**config.mk**
```make
export PLATFORM = sky130hd
export DESIGN_NAME = mof_rank
export DESIGN_NICKNAME = d
export VERILOG_FILES = /design/src/rtl/median_outlier_filter_top_assert.svh /design/src/rtl/mof_pkg.sv /design/src/rtl/mof_rank.sv
export SDC_FILE = /design/constraint.sdc
export NUM_CORES = 1
export LEC_CHECK = 0
export CAP_MARGIN = 20
export CORE_MARGIN = 2
export CORE_UTILIZATION = 50
export CTS_CLUSTER_DIAMETER = 150
export DETAILED_ROUTE_END_ITERATION = 10
export DONT_BUFFER_PORTS = 1
export PLACE_DENSITY_LB_ADDON = 0.08
export RECOVER_POWER = 25
export SYNTH_ARGS = -nofsm -noshare
export SYNTH_HDL_FRONTEND = slang
export SYNTH_SLANG_ARGS = --single-unit
export TNS_END_PERCENT = 10
```
**constraint.sdc**
```tcl
create_clock -name clk_i -period 6 [get_ports clk_i]
set_clock_uncertainty 0.1 [all_clocks]
set_input_delay 0.9 -clock clk_i [delete_from_list [all_inputs] [get_ports clk_i]]
set_output_delay 0.9 -clock clk_i [all_outputs]
set_load 0.01 [all_outputs]
```
**src/rtl/median_outlier_filter_top_assert.svh**
```systemverilog
// assertion macros for the median outlier filter
`ifndef MEDIAN_OUTLIER_FILTER_TOP_ASSERT_SVH
`define MEDIAN_OUTLIER_FILTER_TOP_ASSERT_SVH
`ifndef SYNTHESIS
`define MOF_ASSERT(lbl, prop) \
  lbl: assert property (@(posedge clk_i) disable iff (!rst_ni) prop) \
    else $error("mof assertion failed");
`define MOF_ASSERT_RST(lbl, prop) \
  lbl: assert property (@(posedge clk_i) prop) \
    else $error("mof reset assertion failed");
`else
`define MOF_ASSERT(lbl, prop)
`define MOF_ASSERT_RST(lbl, prop)
`endif
`endif

```
**src/rtl/mof_pkg.sv**
```systemverilog
// shared constants and types of the median outlier filter
`timescale 1ns / 1ps
package mof_pkg;

  localparam int unsigned DefMaxWindow = 7;
  localparam int unsigned DefMaxWidth  = 4096;
  localparam int unsigned DefPixelBits = 16;

  localparam int unsigned PixW   = 16;
  localparam int unsigned WidthW = 13;
  localparam int unsigned HeightW = 16;
  localparam int unsigned HalfW  = 2;
  localparam int unsigned ThrW   = 16;
  localparam int unsigned CfgIdxW = 2;
  localparam int unsigned CfgDataW = 16;

  typedef enum logic [CfgIdxW-1:0] {
    CFG_WIDTH     = 2'd0,
    CFG_HEIGHT    = 2'd1,
    CFG_HALF      = 2'd2,
    CFG_THRESHOLD = 2'd3
  } cfg_idx_e;

  localparam logic [WidthW-1:0]  RstWidth  = 13'd1024;
  localparam logic [HeightW-1:0] RstHeight = 16'd1024;
  localparam logic [HalfW-1:0]   RstHalf   = 2'd1;
  localparam logic [ThrW-1:0]    RstThr    = 16'd768;

  typedef struct packed {
    logic clear;
    logic load;
    logic start;
  } rank_req_t;

endpackage

```
**src/rtl/mof_rank.sv**
```systemverilog
// rank selection of q1, median and q3 over a window held in a small memory
`timescale 1ns / 1ps
module mof_rank #(
  parameter int unsigned MAX_WINDOW = mof_pkg::DefMaxWindow,
  parameter int unsigned PIXEL_BITS = mof_pkg::DefPixelBits
) (
  input  logic                                               clk_i,
  input  logic                                               rst_ni,
  input  mof_pkg::rank_req_t                                 req_i,
  input  logic [PIXEL_BITS-1:0]                              wr_data_i,
  input  logic [$clog2(MAX_WINDOW*MAX_WINDOW+1)-1:0]         n_i,
  output logic                                               done_o,
  output logic [PIXEL_BITS-1:0]                              q1_o,
  output logic [PIXEL_BITS-1:0]                              med_o,
  output logic [PIXEL_BITS-1:0]                              q3_o
);

  localparam int unsigned MaxArea = MAX_WINDOW * MAX_WINDOW;
  localparam int unsigned IB = $clog2(MaxArea);
  localparam int unsigned NB = $clog2(MaxArea + 1);

  typedef enum logic [4:0] {
    R_IDLE  = 5'b00001,
    R_CAND  = 5'b00010,
    R_CCAP  = 5'b00100,
    R_SWEEP = 5'b01000,
    R_EVAL  = 5'b10000
  } rstate_e;

  rstate_e state_q, state_d;
  logic [PIXEL_BITS-1:0] win_mem [MaxArea];
  logic [PIXEL_BITS-1:0] rd_q, cand_q, cand_d;
  logic [IB-1:0] widx_q, ra;
  logic [NB-1:0] i_q, i_d, j_q, j_d, lt_q, lt_d, le_q, le_d;
  logic [NB-1:0] r1, r2, r3;
  logic [NB+1:0] n3;
  logic [PIXEL_BITS-1:0] q1_q, q1_d, med_q, med_d, q3_q, q3_d;
  logic done_q, done_d;

  always_ff @(posedge clk_i) begin
    if (req_i.load) begin
      win_mem[widx_q] <= wr_data_i;
    end
    rd_q <= win_mem[ra];
  end

  always_ff @(posedge clk_i or negedge rst_ni) begin
    if (!rst_ni) begin
      widx_q <= '0;
    end else if (req_i.clear) begin
      widx_q <= '0;
    end else if (req_i.load) begin
      widx_q <= IB'(widx_q + 1'b1);
    end
  end

  assign n3 = (NB+2)'(n_i) + ((NB+2)'(n_i) << 1);
  assign r1 = n_i >> 2;
  assign r2 = n_i >> 1;
  assign r3 = NB'(n3 >> 2);

  always_comb begin
    state_d = state_q;
    i_d = i_q;
    j_d = j_q;
    lt_d = lt_q;
    le_d = le_q;
    cand_d = cand_q;
    q1_d = q1_q;
    med_d = med_q;
    q3_d = q3_q;
    done_d = 1'b0;
    ra = IB'(j_q);
    unique case (state_q)
      R_IDLE: begin
        if (req_i.start) begin
          i_d = '0;
          state_d = R_CAND;
        end
      end
      R_CAND: begin
        ra = IB'(i_q);
        state_d = R_CCAP;
      end
      R_CCAP: begin
        ra = '0;
        cand_d = rd_q;
        j_d = NB'(1);
        lt_d = '0;
        le_d = '0;
        state_d = R_SWEEP;
      end
      R_SWEEP: begin
        if (rd_q < cand_q) begin
          lt_d = NB'(lt_q + 1'b1);
        end
        if (rd_q <= cand_q) begin
          le_d = NB'(le_q + 1'b1);
        end
        if (j_q < n_i) begin
          ra = IB'(j_q);
          j_d = NB'(j_q + 1'b1);
        end else begin
          state_d = R_EVAL;
        end
      end
      R_EVAL: begin
        if (lt_q <= r1 && r1 < le_q) begin
          q1_d = cand_q;
        end
        if (lt_q <= r2 && r2 < le_q) begin
          med_d = cand_q;
        end
        if (lt_q <= r3 && r3 < le_q) begin
          q3_d = cand_q;
        end
        if (i_q == NB'(n_i - 1'b1)) begin
          done_d = 1'b1;
          state_d = R_IDLE;
        end else begin
          i_d = NB'(i_q + 1'b1);
          state_d = R_CAND;
        end
      end
      default: state_d = R_IDLE;
    endcase
  end

  always_ff @(posedge clk_i or negedge rst_ni) begin
    if (!rst_ni) begin
      state_q <= R_IDLE;
      i_q <= '0;
      j_q <= '0;
      lt_q <= '0;
      le_q <= '0;
      done_q <= 1'b0;
    end else begin
      state_q <= state_d;
      i_q <= i_d;
      j_q <= j_d;
      lt_q <= lt_d;
      le_q <= le_d;
      done_q <= done_d;
    end
  end

  always_ff @(posedge clk_i) begin
    cand_q <= cand_d;
    q1_q <= q1_d;
    med_q <= med_d;
    q3_q <= q3_d;
  end

  assign done_o = done_q;
  assign q1_o = q1_q;
  assign med_o = med_q;
  assign q3_o = q3_q;

endmodule

```
Word-level counts from Yosys, hierarchy flattened. Memory sizes are Yosys's and may differ from the RTL's. A register that Yosys moved wholly into a read port is not among the register bits. Index checks and enable logic that the tools add are counted.

Register bits: 100. Memory bits (writable): 784. Bits of input ports: 27. Output and inout port bits: 49. Logic and storage cells: 74. Memories kept: 1.

Add/sub/neg operators: 7. Magnitude comparators: 9. Equal/unequal tests: 12. Muxes and demuxes: 20. Reductions and logical operators: 14.

Memories: win_mem (depth 49, width 16, rd ports 1, clocked after Yosys merged registers in 1, wr ports 1, RTL line mof_rank.sv:31) `logic [PIXEL_BITS-1:0] win_mem [MaxArea];`.

Operator list (count): $pmux W6 S2 (5); $mux W6 (7); $add A6 B1 Y6 const B (5); $pmux W5 S5 (1); $le A16 B16 Y1 (1); $lt A16 B16 Y1 (1); $reduce_and A2 Y1 (7); $lt A6 B6 Y1 (2); $ne A2 B2 Y1 const B (6); $mux W5 (2); $add A6 B7 Y8 (1); $eq A6 B6 Y1 (1); $le A6 B4 Y1 (1); $le A6 B5 Y1 (1); $le A6 B6 Y1 (1); $lt A4 B6 Y1 (1); $lt A5 B6 Y1 (1); $reduce_bool A2 Y1 (3); $sub A6 B1 Y6 const B (1); $eq A5 B1 Y1 const B (1); $eq A5 B2 Y1 const B (1); $eq A5 B3 Y1 const B (1); $eq A5 B4 Y1 const B (1); $eq A5 B5 Y1 const B (1); 4 further kinds (9).

Depth between registers and ports, before layout.
Depth in word-level cells: 4. Mapped depth: 15. Gate-level depth less buffers: 15.

Worst setup path before layout. OpenSTA, ideal clock, no wires.

Path type: input to register. From: input n_i[0]. To: register q3_q[0] (netlist: q3_o[0]), enable pin. Setup time: 0.478 ns. Data arrival time: 5.478 ns. Required time: 5.422 ns. Setup slack: -0.056 ns. Cell stages on the path: 13. Buffers on the path: 0. Path through: ha_1 > fa_1 > a21o_1 > a21o_1 > xnor2_1 > inv_1 > ha_1 > o21a_1 > o21ai_0 > nand2b_1 > a21oi_1 > a31oi_1 > a2111oi_0.

Word-level cells in the longest chain between the ends: 4. Elaborated cells between the ends (all ways): 5. Classes of those cells: 1 x add/sub; 2 x order compare; 2 x reduce/logical.

RTL lines: start, declared (RTL line mof_rank.sv:11) `input logic [$clog2(MAX_WINDOW*MAX_WINDOW+1)-1:0] n_i,`; $add A6 B7 Y8 (*) (RTL line mof_rank.sv:57) `assign n3 = (NB+2)'(n_i) + ((NB+2)'(n_i) << 1);`; $le A6 B6 Y1 or $lt A6 B6 Y1 (tied branches) (RTL line mof_rank.sv:114) `if (lt_q <= r3 && r3 < le_q) begin`; $logic_and A1 B1 Y1 (*) (RTL line mof_rank.sv:114); $reduce_and A2 Y1 (no source line) (*); end signal, assigned (RTL line mof_rank.sv:151) `q3_q <= q3_d;`; end, declared (RTL line mof_rank.sv:37) `logic [PIXEL_BITS-1:0] q1_q, q1_d, med_q, med_d, q3_q, q3_d;`.

Mark *: on every way between the ends. The rest lies on a longest branch, timed or not. A chain may end at the register's enable or synchronous reset.

Final worst setup path.
From: register state_q[0]. To: register rd_q[13], read port of win_mem.

Word-level cells in the longest chain between the ends: 2. Elaborated cells between the ends (all ways): 3. Classes of those cells: 2 x eq/ne; 1 x mux.

RTL lines: start, declared (RTL line mof_rank.sv:30) `rstate_e state_q, state_d;`; start signal, assigned (RTL line mof_rank.sv:138) `state_q <= state_d;`; $eq A5 B3 Y1 or $eq A5 B2 Y1 (tied branches) (RTL line mof_rank.sv:74) `unique case (state_q)`; $pmux W6 S2 (*) (RTL line mof_rank.sv:74); end, declared (RTL line mof_rank.sv:32) `logic [PIXEL_BITS-1:0] rd_q, cand_q, cand_d;`.

Marks and branches as above.

==> results.md <==
| Quantity | Value |
|:---|:---|
| Worst hold path startpoint | req_i[2] |
| Maximum level of the CTS H-tree | 3 |
| Number of storage elements in the synthesis netlist | 900 |
| Static power due to leakage | 13.6 nW |
| Total die area | 0.0744 mm2 |
| Maxcap violations | 0 |
| Post-CTS sizing | 0 |
| Post-CTS repair timing setup buffer count | 0 |
| Share of layout cells above drive strength 1 | 9.30% |
| I/O pins | 76 |
| Leading post-synthesis cells by cell area | sky130_fd_sc_hd__edfxtp_1 70%, sky130_fd_sc_hd__nand2_1 4.7%, sky130_fd_sc_hd__mux2i_1 4.5%, sky130_fd_sc_hd__dfrtp_1 2.4%, sky130_fd_sc_hd__a21oi_1 2.3% |
| Std-Cell Rows | 98 |
| Category of cells accounting for the largest share of critical-path delay | compound AO/OA/AOI/OAI gates |
| Number of detailed-route iterations in the first pass | 5 |
| Yosys top cell by area | sky130_fd_sc_hd__edfxtp_1 |
| GRT Residual Overflow | 0 |
| Routed Antenna Nets | 0 |
| Pin count of the biggest net entering global routing | 135 |
| Power per standard cell area | 379 mW/mm2 |
| Wire per inst | 27.0 um |
| Clock transition at path regs | 0.06 ns |
| Final setup violating endpoints | 0 |
| Critical Path, Cell by Cell | nor4_2 -> nand2_1 -> clkinv_1 -> a21oi_4 -> buf_12 -> mux2i_1 -> a22oi_1 -> a32o_1 -> o32ai_1 -> a211oi_1 |
| Global-route wire length before repair | 141,000 um |
| Unrepaired setup endpoints after global routing | false |
| Run status | finished clean |
| Final hold violation count | 0 |
| Setup crit start | state_q[0]$_DFFE_PN1P_ |
| Layout Cell Area excl Fill | 0.0405 mm2 |
| Biggest fanout along the worst timing path | 89 |
| Post-Place Cells | 3,390 |
| Post-Syn Instances | 2,490 |
| DRC violation count after routing | 0 |
| Proportion of synthesized chip area in sequential cells | 73.8% |
| Total number of vias | 21.3k |
| Warnings from Yosys | 0 |
| Worst slew margin | 27.6% |
| Clock net sink count | 900 |
| Die outline width | 273 um |
| Critical path launch point type | flop |
| Number of global-route vias before repair | 20.7k |
| Most common library cell in the layout ignoring fill and taps | sky130_fd_sc_hd__edfxtp_1 |
| Clock tree from TritonCTS | yes |
| Std-Cell Core Area | 0.0715 mm2 |
| Setup TNS | 0 ns |
| Bufs and invs on worst path | 2 |
| Worst-skew pair later-pin latency | 0.66 ns |
| Crit path arrival time | 5.26 ns |
| Input/output buffers | 0 |
| FFs w/ async S/R, synth | 4.00% |
| HP Class | in -> reg |
| Detailed Route Iter0 Violations | 2,388 |
| Aggregate routed wire length | 96,300 um |
| Number of filler cells placed in the layout | 5,596 |
| GRT Util Overall | 26.1% |
| Mapped Nets | 2,582 |
| Weighted congestion reported at the end of routability-driven placement | 0.814 |
| Starting Density | 50.6% |
| Number of clock buffers inserted by TritonCTS | 92 |
| Highest ir drop seen on vdd | 0.410 mV |
| Achievable frequency | 0.205 GHz |
| Initial antenna violation count | 4 |
| Number of buffers added to fix hold violations after cts | 2 |
| Longest Clk Path Bufs | 3 |
| HPWL after DPL | 58,000 um |
| N_diodes | 0 |
| Sequential cell area | 0.0267 mm2 |
| Final Non-Filler Cells | 3,564 |
| Max-slew violation count | 0 |
| Number of vias per cell after detailed routing | 5.97 |
| Post-layout utilization of the core | 56.7% |
| Slew of the pin with the lowest slew margin | 1.08 ns |
| CP Data Required Time | 6.38 ns |
| Overall die height | 273 um |
| Synthesized area per cell | 14.5 um2 |
| Period Utilization, post-route | 81.3% |
| Share of the synthesized area in the top cell type | 70.5% |
| Crit. End Element | flop |
| Clock period minus final worst setup slack | 4.88 ns |
| Most frequent cells in the layout | 848 x sky130_fd_sc_hd__edfxtp_1, 451 x sky130_fd_sc_hd__nand2_1, 163 x sky130_fd_sc_hd__mux2i_1, 163 x sky130_fd_sc_hd__a21oi_1, 93 x sky130_fd_sc_hd__clkbuf_16 |
| Growth of design area from synthesis to finish | 12.1% |
| Worst setup path class | reg -> reg |
| Area of combinational cells with multiple inputs | 0.00885 mm2 |
| Most common flop cell mapped by yosys | sky130_fd_sc_hd__edfxtp_1 |
| CP max stage delay | 0.80 ns |
| Area post-placement | 0.0376 mm2 |
| Count of flip-flops with a built-in enable after synthesis | 848 |
| Library cells used by synthesis | 65 |
| Clock root buffer | sky130_fd_sc_hd__clkbuf_16 |
| Fin nets | 2,629 |
| Cell with the largest stage delay on the worst path | sky130_fd_sc_hd__a21oi_4 |
| Crit Reg-Reg Startpoint | state_q[0]$_DFFE_PN1P_ |
| Mapped Area | 0.0361 mm2 |
| Pwr Total | 15.4 mW |
[report_power, final]
| group | switching (mW) | leakage (nW) | internal (mW) | total (mW) |
|---|---|---|---|---|
| logic | 1.67 | 3.90 | 0.929 | 2.60 |
| clock network | 2.35 | 1.42 | 3.18 | 5.53 |
| registers | 0.203 | 8.26 | 7.03 | 7.23 |
[Yosys cell counts (all sizes together), types with 15 or more instances]
cell	count
mux2i	163
nand2	454
o21ai	44
dfrtp	35
inv	38
a2111oi	18
clkbuf	66
a221o	15
nor4	23
xnor2	15
edfxtp	848
o22ai	64
buf	65
a21oi	164
ha	64
dfxtp	16
a32o	18
a211oi	21
nand2b	16
a22oi	18
nand3	65
nor2	86
a311o	15
nor3	25
o32ai	17
[worst register-to-register path: cells and delay by family (launching register included)]
| family | cells | cell delay (ns) |
|---|---|---|
| mux | 1 | 0.46 |
| buf+inv | 2 | 0.89 |
| flops | 1 | 0.65 |
| simple gates | 2 | 0.47 |
| compound gates | 5 | 2.15 |
[cells by family (layout without fill, tap and decap cells)]
family	Yosys count	count (layout)	synth area share (%)
AO/OA/AOI/OAI	439	439	7.93
XOR/XNOR	28	28	0.679
adder cells (fa/ha/maj)	65	65	2.27
buffers and inverters	171	295	1.98
flip-flops	900	900	73.8
multiplexers	164	164	4.55
AND/OR/NAND/NOR	723	723	8.75
[through the flow]
stage | worst slack [ns] | hold slack, ns
4_1_cts | 1.15 | 0.181
2_1_floorplan | 0.702 | 0.308
5_1_grt | 0.958 | 0.188
3_5_place_dp | 1.18 | 0.377
3_3_place_gp | 1.26 | 0.378
6_report | 1.12 | 0.208
[layout make-up]
class,count,area share (%)
sequential,900,65.9
multi-input combinational,1419,21.8
clock buffer,129,6.18
tap,950,2.93
timing repair buffer,84,1.77
clock inverter,42,1.03
inverter,40,0.371
[final timing paths]
check,to,slack (ns),cells past startpoint
worst max register to register,rd_q[13]$_DFF_P_,1.12,10
min in group asynchronous,le_q[5]$_DFFE_PN0P_,0.67,2
max in group asynchronous,state_q[0]$_DFFE_PN1P_,4.85,2
worst min register to register,cand_q[6]$_DFFE_PP_,0.38,0
worst min-delay path,widx_q[1]$_DFFE_PN0P_,0.21,1
worst max-delay path,rd_q[13]$_DFF_P_,1.12,10
[state kept, by name, indices dropped and copies added, names as in the netlist]
signal	cells
done_o	1
state_q	5
win_mem	784
lt_q	6
le_q	6
cand_q	16
med_o	16
j_q	6
i_q	6
rd_q	16
widx_q	6
q3_o	16
q1_o	16
[layer usage]
layer	vias up	global-route usage [%]	routed length (um)
li1	9540	-	-
met1	10700	36.8	40400
met2	905	40.2	44000
met3	164	5.42	8480
met4	4	9.79	3350
met5	-	0	23
Note: power is estimated with default switching activity, not from simulation.
